===== src/rtl/rfla_pkg.sv =====
// Shared types, codes and bit-search helpers of the register free-list allocator.
`timescale 1ns / 1ps

package rfla_pkg;

    // The free map is kept in RAM words of this many bits.
    localparam int WORD_BITS = 32;
    localparam int BIT_W     = 5;

    // Request codes carried in the low bits of s_tuser.
    localparam logic [1:0] OP_ONE  = 2'd0;
    localparam logic [1:0] OP_PAIR = 2'd1;
    localparam logic [1:0] OP_FREE = 2'd2;

    // Result status codes carried in m_tuser.
    localparam logic [1:0] STAT_OK        = 2'd0;
    localparam logic [1:0] STAT_EXHAUSTED = 2'd1;
    localparam logic [1:0] STAT_INVALID   = 2'd2;

    typedef enum logic [2:0] {
        S_CLEAR,
        S_IDLE,
        S_HINT,
        S_LOW,
        S_PAIR,
        S_PAIR_HI,
        S_FREE,
        S_OUT
    } state_t;

    typedef struct packed {
        logic [7:0] first;
        logic [7:0] second;
        logic [1:0] status;
    } result_t;

    // Returns {found, index} of the lowest set bit of a word.
    function automatic logic [BIT_W:0] lowest_set(input logic [WORD_BITS-1:0] w);
        logic [BIT_W:0] r;
        r = '0;
        for (int i = WORD_BITS - 1; i >= 0; i--) begin
            if (w[i]) begin
                r = {1'b1, BIT_W'(i)};
            end
        end
        return r;
    endfunction

    // Returns {found, index} of the highest bit k with bits k and k+1 both set.
    // The carry stands for bit 0 of the next higher word.
    function automatic logic [BIT_W:0] highest_pair(input logic [WORD_BITS-1:0] w,
                                                    input logic carry);
        logic [WORD_BITS:0] ext;
        logic [BIT_W:0]     r;
        ext = {carry, w};
        r   = '0;
        for (int i = 0; i < WORD_BITS; i++) begin
            if (ext[i] && ext[i+1]) begin
                r = {1'b1, BIT_W'(i)};
            end
        end
        return r;
    endfunction

endpackage


===== src/rtl/rfla_ram.sv =====
// Generic single-port-write, single-port-read RAM with registered read data.
`timescale 1ns / 1ps

module rfla_ram #(
    parameter int WIDTH = 32,
    parameter int DEPTH = 8
) (
    input  logic                                  clk,
    input  logic                                  wr_en,
    input  logic [(DEPTH > 1 ? $clog2(DEPTH) : 1)-1:0] wr_addr,
    input  logic [WIDTH-1:0]                      wr_data,
    input  logic [(DEPTH > 1 ? $clog2(DEPTH) : 1)-1:0] rd_addr,
    output logic [WIDTH-1:0]                      rd_data
);

    logic [WIDTH-1:0] mem [DEPTH];
    logic [WIDTH-1:0] rd_data_reg;

    always_ff @(posedge clk) begin
        if (wr_en) begin
            mem[wr_addr] <= wr_data;
        end
        rd_data_reg <= mem[rd_addr];
    end

    assign rd_data = rd_data_reg;

endmodule


===== src/rtl/register_free_list_allocator_core.sv =====
// Virtual register allocator with single and pair reserves and frees over a RAM-held free map.
//
//  channel | dir | handshake           | payload
//  --------+-----+---------------------+--------------------------------------------
//  s_      | in  | s_tvalid / s_tready | request: opcode, register, hint
//  m_      | out | m_tvalid / m_tready | result: first, second register, status
//
// One request is handled at a time. The free map is read one 32-bit RAM word per
// cycle, and a reserve scans the map words up to the mark. A hinted reserve first
// checks the hinted register, or falls back to that scan when it is taken. A free
// at or above the mark skips the map, and a pair split across two words writes the
// upper word in the S_PAIR_HI state. After reset a clearing pass writes every map
// word before the first item is taken. A stalled result waits in the output register
// while the next item is already accepted.
`timescale 1ns / 1ps

module register_free_list_allocator_core import rfla_pkg::*; #(
    parameter int NUM_REGS = 256
) (
    input  logic        aclk,
    input  logic        aresetn,
    input  logic        s_tvalid,
    output logic        s_tready,
    input  logic [15:0] s_tdata,   // register_number [7:0], hint_register [15:8]
    input  logic [2:0]  s_tuser,   // opcode [1:0], hint_valid [2]
    output logic        m_tvalid,
    input  logic        m_tready,
    output logic [15:0] m_tdata,   // first_register [7:0], second_register [15:8]
    output logic [1:0]  m_tuser    // status [1:0]
);

    localparam int NUM_WORDS = (NUM_REGS + WORD_BITS - 1) / WORD_BITS;
    localparam int AW        = NUM_WORDS > 1 ? $clog2(NUM_WORDS) : 1;
    localparam int HW_W      = $clog2(NUM_REGS + 1);
    localparam int CW        = (HW_W > 8 ? HW_W : 8) + 1;

    state_t                state_reg, state_next;
    logic [7:0]            tgt_reg, tgt_next;
    logic [AW-1:0]         cidx_reg, cidx_next;
    logic [AW-1:0]         last_reg, last_next;
    logic [AW-1:0]         clr_reg, clr_next;
    logic [HW_W-1:0]       hw_reg, hw_next;
    logic                  carry_reg, carry_next;
    logic [WORD_BITS-1:0]  prev_word_reg, prev_word_next;
    result_t               res_reg, res_next;
    result_t               m_res_reg, m_res_next;
    logic                  m_tvalid_reg, m_tvalid_next;

    logic                  ram_we;
    logic [AW-1:0]         ram_waddr;
    logic [WORD_BITS-1:0]  ram_wdata;
    logic [AW-1:0]         ram_raddr;
    logic [WORD_BITS-1:0]  ram_rdata;

    logic                  accept;
    logic [1:0]            in_opcode;
    logic                  in_hint_valid;
    logic [7:0]            in_reg_num;
    logic [7:0]            in_hint;
    logic [CW-1:0]         hw_ext;
    logic [AW-1:0]         last_word;
    logic                  hint_ok;
    logic                  free_ok;
    logic [BIT_W:0]        low_hit;
    logic [BIT_W:0]        pair_hit;
    logic [BIT_W-1:0]      tgt_bit;
    logic                  tgt_free;
    logic [CW-1:0]         base_ext;
    logic [CW-1:0]         low_num;
    logic [CW-1:0]         pair_lo;
    logic                  out_free;

    rfla_ram #(
        .WIDTH(WORD_BITS),
        .DEPTH(NUM_WORDS)
    ) u_map (
        .clk    (aclk),
        .wr_en  (ram_we),
        .wr_addr(ram_waddr),
        .wr_data(ram_wdata),
        .rd_addr(ram_raddr),
        .rd_data(ram_rdata)
    );

    assign in_opcode     = s_tuser[1:0];
    assign in_hint_valid = s_tuser[2];
    assign in_reg_num    = s_tdata[7:0];
    assign in_hint       = s_tdata[15:8];

    assign s_tready = (state_reg == S_IDLE);
    assign accept   = s_tvalid && s_tready;
    assign out_free = !m_tvalid_reg || m_tready;

    assign hw_ext    = CW'(hw_reg);
    assign last_word = (hw_reg == '0) ? '0 : AW'((hw_ext - CW'(1)) >> BIT_W);
    assign hint_ok   = in_hint_valid && (CW'(in_hint) < CW'(NUM_REGS));
    assign free_ok   = CW'(in_reg_num) < hw_ext;

    // Search results on the word that the RAM delivers this cycle.
    assign low_hit  = lowest_set(ram_rdata);
    assign pair_hit = highest_pair(ram_rdata, carry_reg);
    assign tgt_bit  = tgt_reg[BIT_W-1:0];
    assign tgt_free = ram_rdata[tgt_bit];
    assign base_ext = CW'(cidx_reg) << BIT_W;
    assign low_num  = base_ext | CW'(low_hit[BIT_W-1:0]);
    assign pair_lo  = base_ext | CW'(pair_hit[BIT_W-1:0]);

    always_ff @(posedge aclk) begin
        if (!aresetn) begin
            state_reg    <= S_CLEAR;
            clr_reg      <= '0;
            hw_reg       <= '0;
            m_tvalid_reg <= 1'b0;
        end else begin
            state_reg    <= state_next;
            clr_reg      <= clr_next;
            hw_reg       <= hw_next;
            m_tvalid_reg <= m_tvalid_next;
        end
        tgt_reg       <= tgt_next;
        cidx_reg      <= cidx_next;
        last_reg      <= last_next;
        carry_reg     <= carry_next;
        prev_word_reg <= prev_word_next;
        res_reg       <= res_next;
        m_res_reg     <= m_res_next;
    end

    // Next state.
    always_comb begin
        state_next = state_reg;
        unique case (state_reg)
            S_CLEAR: begin
                if (clr_reg == AW'(NUM_WORDS - 1)) begin
                    state_next = S_IDLE;
                end
            end
            S_IDLE: begin
                if (accept) begin
                    unique case (in_opcode)
                        OP_ONE:  state_next = hint_ok ? S_HINT : S_LOW;
                        OP_PAIR: state_next = S_PAIR;
                        OP_FREE: state_next = free_ok ? S_FREE : S_OUT;
                        default: state_next = S_OUT;
                    endcase
                end
            end
            S_HINT: begin
                state_next = tgt_free ? S_OUT : S_LOW;
            end
            S_LOW: begin
                if (low_hit[BIT_W] || cidx_reg == last_reg) begin
                    state_next = S_OUT;
                end
            end
            S_PAIR: begin
                if (pair_hit[BIT_W]) begin
                    state_next = (pair_hit[BIT_W-1:0] == BIT_W'(WORD_BITS - 1)) ?
                                 S_PAIR_HI : S_OUT;
                end else if (cidx_reg == '0) begin
                    state_next = S_OUT;
                end
            end
            S_PAIR_HI: state_next = S_OUT;
            S_FREE:    state_next = S_OUT;
            S_OUT: begin
                if (out_free) begin
                    state_next = S_IDLE;
                end
            end
            default: state_next = S_CLEAR;
        endcase
    end

    // Datapath, RAM control and result.
    always_comb begin
        tgt_next       = tgt_reg;
        cidx_next      = cidx_reg;
        last_next      = last_reg;
        clr_next       = clr_reg;
        hw_next        = hw_reg;
        carry_next     = carry_reg;
        prev_word_next = prev_word_reg;
        res_next       = res_reg;
        m_res_next     = m_res_reg;
        m_tvalid_next  = m_tvalid_reg && !m_tready;
        ram_we         = 1'b0;
        ram_waddr      = cidx_reg;
        ram_wdata      = ram_rdata;
        ram_raddr      = cidx_reg;

        unique case (state_reg)
            S_CLEAR: begin
                ram_we    = 1'b1;
                ram_waddr = clr_reg;
                ram_wdata = '0;
                clr_next  = clr_reg + AW'(1);
            end
            S_IDLE: begin
                res_next   = '{first: 8'd0, second: 8'd0, status: STAT_OK};
                last_next  = last_word;
                carry_next = 1'b0;
                if (accept) begin
                    unique case (in_opcode)
                        OP_ONE: begin
                            tgt_next = in_hint;
                            if (hint_ok) begin
                                cidx_next = AW'(CW'(in_hint) >> BIT_W);
                            end else begin
                                cidx_next = '0;
                            end
                        end
                        OP_PAIR: begin
                            cidx_next = last_word;
                        end
                        OP_FREE: begin
                            tgt_next  = in_reg_num;
                            cidx_next = AW'(CW'(in_reg_num) >> BIT_W);
                            if (!free_ok) begin
                                res_next.status = STAT_INVALID;
                            end
                        end
                        default: begin
                            res_next.status = STAT_INVALID;
                        end
                    endcase
                    ram_raddr = cidx_next;
                end
            end
            S_HINT: begin
                if (tgt_free) begin
                    ram_we                  = 1'b1;
                    ram_wdata[tgt_bit]      = 1'b0;
                    res_next.first          = tgt_reg;
                end else begin
                    cidx_next = '0;
                    ram_raddr = '0;
                end
            end
            S_LOW: begin
                if (low_hit[BIT_W]) begin
                    ram_we                          = 1'b1;
                    ram_wdata[low_hit[BIT_W-1:0]]   = 1'b0;
                    res_next.first                  = low_num[7:0];
                end else if (cidx_reg == last_reg) begin
                    if (hw_ext >= CW'(NUM_REGS)) begin
                        res_next.status = STAT_EXHAUSTED;
                    end else begin
                        res_next.first = 8'(hw_ext);
                        hw_next        = hw_reg + HW_W'(1);
                    end
                end else begin
                    cidx_next = cidx_reg + AW'(1);
                    ram_raddr = cidx_next;
                end
            end
            S_PAIR: begin
                if (pair_hit[BIT_W]) begin
                    ram_we                         = 1'b1;
                    ram_wdata[pair_hit[BIT_W-1:0]] = 1'b0;
                    // A pair inside the word also takes the next bit up; a pair
                    // across words finishes in the upper word in the S_PAIR_HI state.
                    if (pair_hit[BIT_W-1:0] != BIT_W'(WORD_BITS - 1)) begin
                        ram_wdata[pair_hit[BIT_W-1:0] + BIT_W'(1)] = 1'b0;
                    end
                    res_next.first  = pair_lo[7:0];
                    res_next.second = 8'(pair_lo + CW'(1));
                end else if (cidx_reg == '0) begin
                    if ((hw_ext + CW'(2)) > CW'(NUM_REGS)) begin
                        res_next.status = STAT_EXHAUSTED;
                    end else begin
                        res_next.first  = 8'(hw_ext);
                        res_next.second = 8'(hw_ext + CW'(1));
                        hw_next         = hw_reg + HW_W'(2);
                    end
                end else begin
                    prev_word_next = ram_rdata;
                    carry_next     = ram_rdata[0];
                    cidx_next      = cidx_reg - AW'(1);
                    ram_raddr      = cidx_next;
                end
            end
            S_PAIR_HI: begin
                ram_we       = 1'b1;
                ram_waddr    = cidx_reg + AW'(1);
                ram_wdata    = prev_word_reg;
                ram_wdata[0] = 1'b0;
            end
            S_FREE: begin
                if (tgt_free) begin
                    res_next.status = STAT_INVALID;
                end else begin
                    ram_we             = 1'b1;
                    ram_wdata[tgt_bit] = 1'b1;
                end
            end
            S_OUT: begin
                if (out_free) begin
                    m_res_next    = res_reg;
                    m_tvalid_next = 1'b1;
                end
            end
            default: begin
                clr_next = '0;
            end
        endcase
    end

    assign m_tvalid = m_tvalid_reg;
    assign m_tdata  = {m_res_reg.second, m_res_reg.first};
    assign m_tuser  = m_res_reg.status;

endmodule


===== config.mk =====
export PLATFORM = sky130hd
export DESIGN_NAME = register_free_list_allocator_core
export DESIGN_NICKNAME = d
export VERILOG_FILES = /design/src/rtl/rfla_pkg.sv /design/src/rtl/rfla_ram.sv /design/src/rtl/register_free_list_allocator_core.sv
export SDC_FILE = /design/constraint.sdc
export NUM_CORES = 1
export LEC_CHECK = 0
export BUFFER_PORTS_ARGS = -buffer_cell sky130_fd_sc_hd__buf_2
export CAP_MARGIN = 15
export CORE_UTILIZATION = 50
export DETAILED_ROUTE_END_ITERATION = 8
export MAX_ROUTING_LAYER = met4
export PLACE_DENSITY = 0.78
export SLEW_MARGIN = 20
export SYNTH_ARGS = -nofsm -noshare
export SYNTH_HDL_FRONTEND = slang
export SYNTH_SLANG_ARGS = --single-unit

===== constraint.sdc =====
create_clock -name aclk -period 9.6 [get_ports aclk]
set_input_delay 0.96 -clock aclk [delete_from_list [all_inputs] [get_ports aclk]]
set_output_delay 0.96 -clock aclk [all_outputs]
set_load 0.01 [all_outputs]

== Word-level counts from Yosys, hierarchy flattened ==
Memories as Yosys holds them, arrays and structs flattened. A register that Yosys moved wholly into a read port is not among the register bits.
Index checks and enable logic that the tools add are counted.

* $add $sub $neg: 10
* Multipliers: 0
* Divide/modulo/power cells: 0
* Magnitude comparators: 11
* Equal/unequal tests: 32
* Shift operators: 0
* Multiplexer cells: 142
* Bitwise gates (word level): 13
* Reductions and logical operators: 63

{| class="wikitable"
|+ Operators by type and width
! cell !! number
|-
| $mux W6 || 64
|-
| $pmux W32 S6 || 1
|-
| $mux W32 || 5
|-
| $and A32 B32 Y32 || 4
|-
| $not A32 Y32 || 4
|-
| $mux W9 || 6
|-
| $mux W3 || 15
|-
| $logic_and A1 B1 Y1 || 38
|-
| $mux W16 || 2
|-
| $mux W8 || 4
|-
| $or A32 B32 Y32 || 1
|-
| $pmux W8 S2 || 2
|-
| $pmux W8 S4 || 1
|-
| $ne A2 B2 Y1 const B || 14
|-
| $lt A5 B6 Y1 const B || 4
|-
| $pmux W3 S7 || 1
|-
| $demux W1 S5 || 4
|-
| $ge A5 B1 Y1 const B || 4
|-
| $mux W18 || 1
|-
| $mux W2 || 9
|-
| $pmux W3 S3 || 2
|-
| $pmux W9 S2 || 1
|-
| $mux W1 || 17
|-
| $add A8 B1 Y8 const B || 2
|-
| 43 further kinds || 65
|}

* Bits in registers: 99
* Latch bits: 0
* Memory bits (writable): 256
* Memory bits (read-only): 0
* Input bits: 23
* Output and inout bits: 20
* Word-level logic and storage cells: 287
* Memories: 1

{| class="wikitable"
|+ Memories
! name !! words !! bits a word !! read ports !! clocked after Yosys merged registers in !! wr ports !! RTL line !! text
|-
| u_map.mem || 8 || 32 || 1 || 1 || 1 || rfla_ram.sv:16 || <nowiki>logic [WIDTH-1:0] mem [DEPTH];</nowiki>
|}

== Logic depth before layout (Yosys ltp) ==
* Word-level depth: 43
* Mapped depth: 16
* Mapped depth without buffers: 14

== Hierarchy ==
From an unflattened synthesis, not the netlist that was laid out.

* Cells, all modules: 1,444
* Area, all modules: 19,034.5 µm²

{| class="wikitable"
|+ By module, submodules not included
! module !! times used !! cells each !! area each (µm²) !! sequential area each (µm²)
|-
| rfla_ram || 1 || 415 || 10,466.3 || 8,328.0
|-
| register_free_list_allocator_core || 1 || 1,029 || 8,568.2 || 2,752.6
|}

== Worst setup path after synthesis ==
No wires, ideal clock.

* Path type: flip-flop to flip-flop
* Start: reg tgt_reg[0]
* End: mem u_map.mem[1][0], enable pin
* Library setup time: 0.421 ns
* Arrival time: 3.578 ns
* Required time: 9.179 ns
* Slack: 5.601 ns
* Stages on the path, launching flop included: 12
* Path buffers: 2
* Clock period less this slack: 3.999 ns
* Cells stage by stage: edfxtp_1 > clkbuf_1 > buf_2 > mux2i_1 > o22ai_1 > o211ai_1 > nand4_1 > nor2_1 > a22o_1 > a211oi_1 > or2_2 > nor2_1

* Longest elaborated chain between the ends: 6
* Elaborated cells between the ends (all ways): 7
* Classes of those cells: mux (7)

{| class="wikitable"
|+ RTL lines
! item !! RTL line !! text
|-
| start: declaration || register_free_list_allocator_core.sv:38 || <nowiki>logic [7:0] tgt_reg, tgt_next;</nowiki>
|-
| start signal: assignment || register_free_list_allocator_core.sv:120 || <nowiki>tgt_reg <= tgt_next;</nowiki>
|-
| $bmux W1 S5 (*) || register_free_list_allocator_core.sv:103 || <nowiki>assign tgt_free = ram_rdata[tgt_bit];</nowiki>
|-
| $mux W1 (not written as such) (*) || register_free_list_allocator_core.sv:103 ||
|-
| $mux W1 (on tied branches) || register_free_list_allocator_core.sv:290, register_free_list_allocator_core.sv:231 ||
|-
| $pmux W1 S5 (*) || register_free_list_allocator_core.sv:192 || <nowiki>unique case (state_reg)</nowiki>
|-
| $mux W1 (*) || rfla_ram.sv:20 || <nowiki>if (wr_en) begin</nowiki>
|-
| $mux W1 (not written as such) (*) || rfla_ram.sv:21 || <nowiki>mem[wr_addr] <= wr_data;</nowiki>
|-
| end: declaration || rfla_ram.sv:16 ||
|}

Mark *: on every way between the ends. The rest lies on a longest branch, timed or not. The select of a mux whose other input is x is not followed.

== Worst setup path after layout ==
* Start: reg state_reg[0]
* End: reg u_map.rd_data_reg[7], in the netlist u_map.rd_data[7], read port of u_map.mem

* Longest elaborated chain between the ends: 4
* Elaborated cells between the ends (all ways): 7
* Classes of those cells: eq/ne (4); mux (2); reduce/logical (1)

{| class="wikitable"
|+ RTL lines
! item !! RTL line !! text
|-
| start: declaration || register_free_list_allocator_core.sv:37 || <nowiki>state_t state_reg, state_next;</nowiki>
|-
| start signal: assignment || register_free_list_allocator_core.sv:115 || <nowiki>state_reg <= state_next;</nowiki>
|-
| $eq A3 B1 Y1 || register_free_list_allocator_core.sv:90, register_free_list_allocator_core.sv:192 ||
|-
| $logic_and A1 B1 Y1 || register_free_list_allocator_core.sv:91 || <nowiki>assign accept = s_tvalid && s_tready;</nowiki>
|-
| $mux W3 || - ||
|-
| $pmux W3 S4 (*) || register_free_list_allocator_core.sv:192 ||
|-
| end: declaration || rfla_ram.sv:17 || <nowiki>logic [WIDTH-1:0] rd_data_reg;</nowiki>
|}

Mark *: on every way between the ends. The rest lies on a longest branch, timed or not.
A chain may end at the register's enable or synchronous reset.

==> impl_metrics.csv <==
group,metric,value,unit
sta,max_clock_freq,191,MHz
setup_path,timing_worst_setup_path_type,"register to register",
sta,grt_setup_unrepaired,"no",
routing,wl_per_cell,26.3,µm
final_layout,p_r_area_growth_vs_syn,9.47,%
grt,gr-usage-all-layers,28.9,%
floorplanning,ios,43,
routing,num_vias,13900,
sta,fin_skew,0.0170,ns
setup_path,crit_top_cell,"sky130_fd_sc_hd__buf_4",
sta,fin_crit_sh,54.6,%
clock_tree,cts_tree,"yes",
status,run_status,"complete, no violations",
setup_path,crit_slowest_cell,"sky130_fd_sc_hd__buf_4",
final_layout,finalCoreUtilization,55.8,%
sta,pnr_worst_setup_slack,4.36,ns
grt,wire_length_of_the_first_global_routing_pass,81700,µm
sta,layout_min_cycle_time,5.24,ns
synthesis,post_synth_inst_count,1558,
power,ir_worst_vdd,0.000299,V
synthesis,number_of_enable_type_register_cells_in_the_synthesized_netlist,335,
floorplanning,core.rowCount,71,
placement,dp_slack,4.53,ns
routing,drt_first_iter_violations,1807,
final_layout,final_net_count,1596,
placement,dp.final_hpwl,35200,µm
clock_tree,ctsHoldBuffers,0,
floorplanning,placeableCoreArea,37800,µm²
routing,antenna_left,0,
synthesis,synth.top_cells.by_area,"sky130_fd_sc_hd__edfxtp_1 (52%), sky130_fd_sc_hd__dfxtp_1 (5.3%), sky130_fd_sc_hd__mux2i_1 (4.4%)",
power,sum_of_internal_switching_and_leakage_power,8690,µW
clock_tree,clkTransAtPathRegs,0.06,ns
sta,final_hold_viol_count,0,
worst_hold_path,timing.hold.worst.class,"register to register",
final_layout,largest_register_ffs,256,
sta,hold_ws,0.417,ns
clock_tree,worstSkewPairLatency,0.55,ns
sta,setup_viol,0,
synthesis,synth.yosys.warnings,0,
clock_tree,post-cts-setup-buffer-count,0,
floorplanning,die-area,39300,µm²
sta,tightest_slew,1.20,ns
clock_tree,clock_sink_count,386,
setup_path,crit_required,9.99,ns
setup_path,cp_num_buf_inv,3,
placement,io_buffers,42,
floorplanning,initial_utilization,51.0,%
synthesis,synth_async_sr_flop_share,0,%
setup_path,worst_setup_path_end_kind,"register",
setup_path,critPathTopFamily,"buffers and inverters",
sta,maxSlewViolCount,0,
routing,route.detailed.drc,0,
routing,dr.pass1.iters,6,
clock_tree,clock_root_buffer,"sky130_fd_sc_hd__clkbuf_16",
floorplanning,die_h,198,µm
final_layout,commonest_non_fill_non_tap_cells_in_the_layout,"sky130_fd_sc_hd__edfxtp_1 (335), sky130_fd_sc_hd__nand2_1 (98), sky130_fd_sc_hd__a21oi_1 (97)",
final_layout,final.fill_count,3068,
synthesis,syn-num-nets,1602,
setup_path,worst_path_largest_cell_delay,0.80,ns
placement,place_congestion,1.10,
job,maxCapViolations,0,
synthesis,synthDominantAreaCellType,"sky130_fd_sc_hd__edfxtp_1",
power,power_per_cell_area,412,nW/µm²
floorplanning,overall_die_width,198,µm
clock_tree,htreeDepth,2,
setup_path,worst_endpoint_data_arrival_time,5.63,ns
setup_path,critical_path.cell_chain,"nor2_1 -> nand2_1 -> buf_4 -> nor3b_1 -> a221o_2 -> a21bo_1 -> nand3_4 -> buf_4 -> buf_4 -> mux2_2 -> o22ai_1 -> a221oi_2",
synthesis,synth.distinct_cells,84,
synthesis,syn-cell-area,19200,µm²
grt,largest_net_degree_at_the_start_of_global_routing,59,
routing,wl,55100,µm
final_layout,drive_above_1_share,18.0,%
power,total_leakage_power,0.00741,µW
synthesis,postSynthRegisterBits,386,
synthesis,postSynth.topFlopCell,"sky130_fd_sc_hd__edfxtp_1",
clock_tree,tritoncts.num_buffers,40,
synthesis,netlist.area_leader.share,52.3,%
clock_tree,cts.repair.resized,0,
setup_path,timing.critical_path.fanout_max,58,
sta,fin_tns_setup,0,ns
setup_path,cp-start-kind,"register",
clock_tree,clockBufferDepth,3,
synthesis,ys_seq_area_share,57.6,%
final_layout,layout_commonest_cell,"sky130_fd_sc_hd__edfxtp_1",
sta,timing.slew.headroom,19.7,%
final_layout,antenna_cells_inserted,0,
grt,globalRoute.totalOverflow,0,
grt,antenna_violations_before_repair,1,
grt,first_global_vias,13200,
synthesis,post_synth.cell_area_avg,12.4,µm²
routing,route.detailed.vias_per_inst,6.63,
-- metal layers --
| layer | global-route usage [%] | routed length [µm] | vias to the layer above |
|---|---|---|---|
| li1 | - | - | 6103 |
| met1 | 36.1 | 21400 | 6752 |
| met2 | 45.5 | 25700 | 830 |
| met3 | 4.85 | 4950 | 213 |
| met4 | 14.2 | 3060 | 0 |
| met5 | - | 0 | - |
-- cell type report --
type	instances	area [µm²]	area share (%)
repair buffers	77	473	2.24
well taps	511	639	3.03
multi-input cells	1018	7500	35.6
clock buffers	54	1060	5.05
clock inverters	20	206	0.980
flip-flops and latches	386	11100	52.6
inverters	29	109	0.517
-- final timing paths --
path           startpoint          endpoint  slack, ns  cells past startpoint
max reg2reg  state_reg[0]  u_map.rd_data[7]       4.36                     12
min            res_reg[8]       m_tdata[14]       0.42                      0
max          state_reg[0]  u_map.rd_data[7]       4.36                     12
min reg2reg    res_reg[8]       m_tdata[14]       0.42                      0
-- Yosys cell counts, types with 29 or more instances --
library cell               number
sky130_fd_sc_hd__a21oi_1       99
sky130_fd_sc_hd__edfxtp_1     335
sky130_fd_sc_hd__dfxtp_1       51
sky130_fd_sc_hd__o21ai_0       58
sky130_fd_sc_hd__nor2_1        83
sky130_fd_sc_hd__o22ai_1       35
sky130_fd_sc_hd__a22oi_1       29
sky130_fd_sc_hd__clkbuf_1      70
sky130_fd_sc_hd__nand2_1       98
sky130_fd_sc_hd__a221oi_2      31
sky130_fd_sc_hd__mux2_2        72
sky130_fd_sc_hd__nor3_1        31
sky130_fd_sc_hd__mux2i_1       85
-- cell families (layout without fill, tap and decap cells) --
group | count (synthesis) | count (layout) | synth area share, %
XOR/XNOR | 16 | 16 | 0.728
buffers and inverters | 154 | 180 | 4.00
multiplexers | 158 | 158 | 8.69
AND/OR/NAND/NOR | 373 | 373 | 10.6
flip-flops | 386 | 386 | 57.6
AO/OA/AOI/OAI | 450 | 450 | 17.0
adder cells (fa/ha/maj) | 21 | 21 | 1.37
-- stage by stage --
stage	cell area (µm²)	std cells
after global routing	21100	2095
after floorplan	19200	1558
final	21100	2095
after global placement	19800	2021
after detailed placement	19800	2021
after CTS	21100	2095
-- where the power goes --
part / switching, µW / leakage [µW] / internal, µW
clock network: 646 / 0.000621 / 868
registers: 500 / 0.00352 / 2890
logic: 2520 / 0.00327 / 1260
Note: power is estimated with default switching activity, not from simulation.
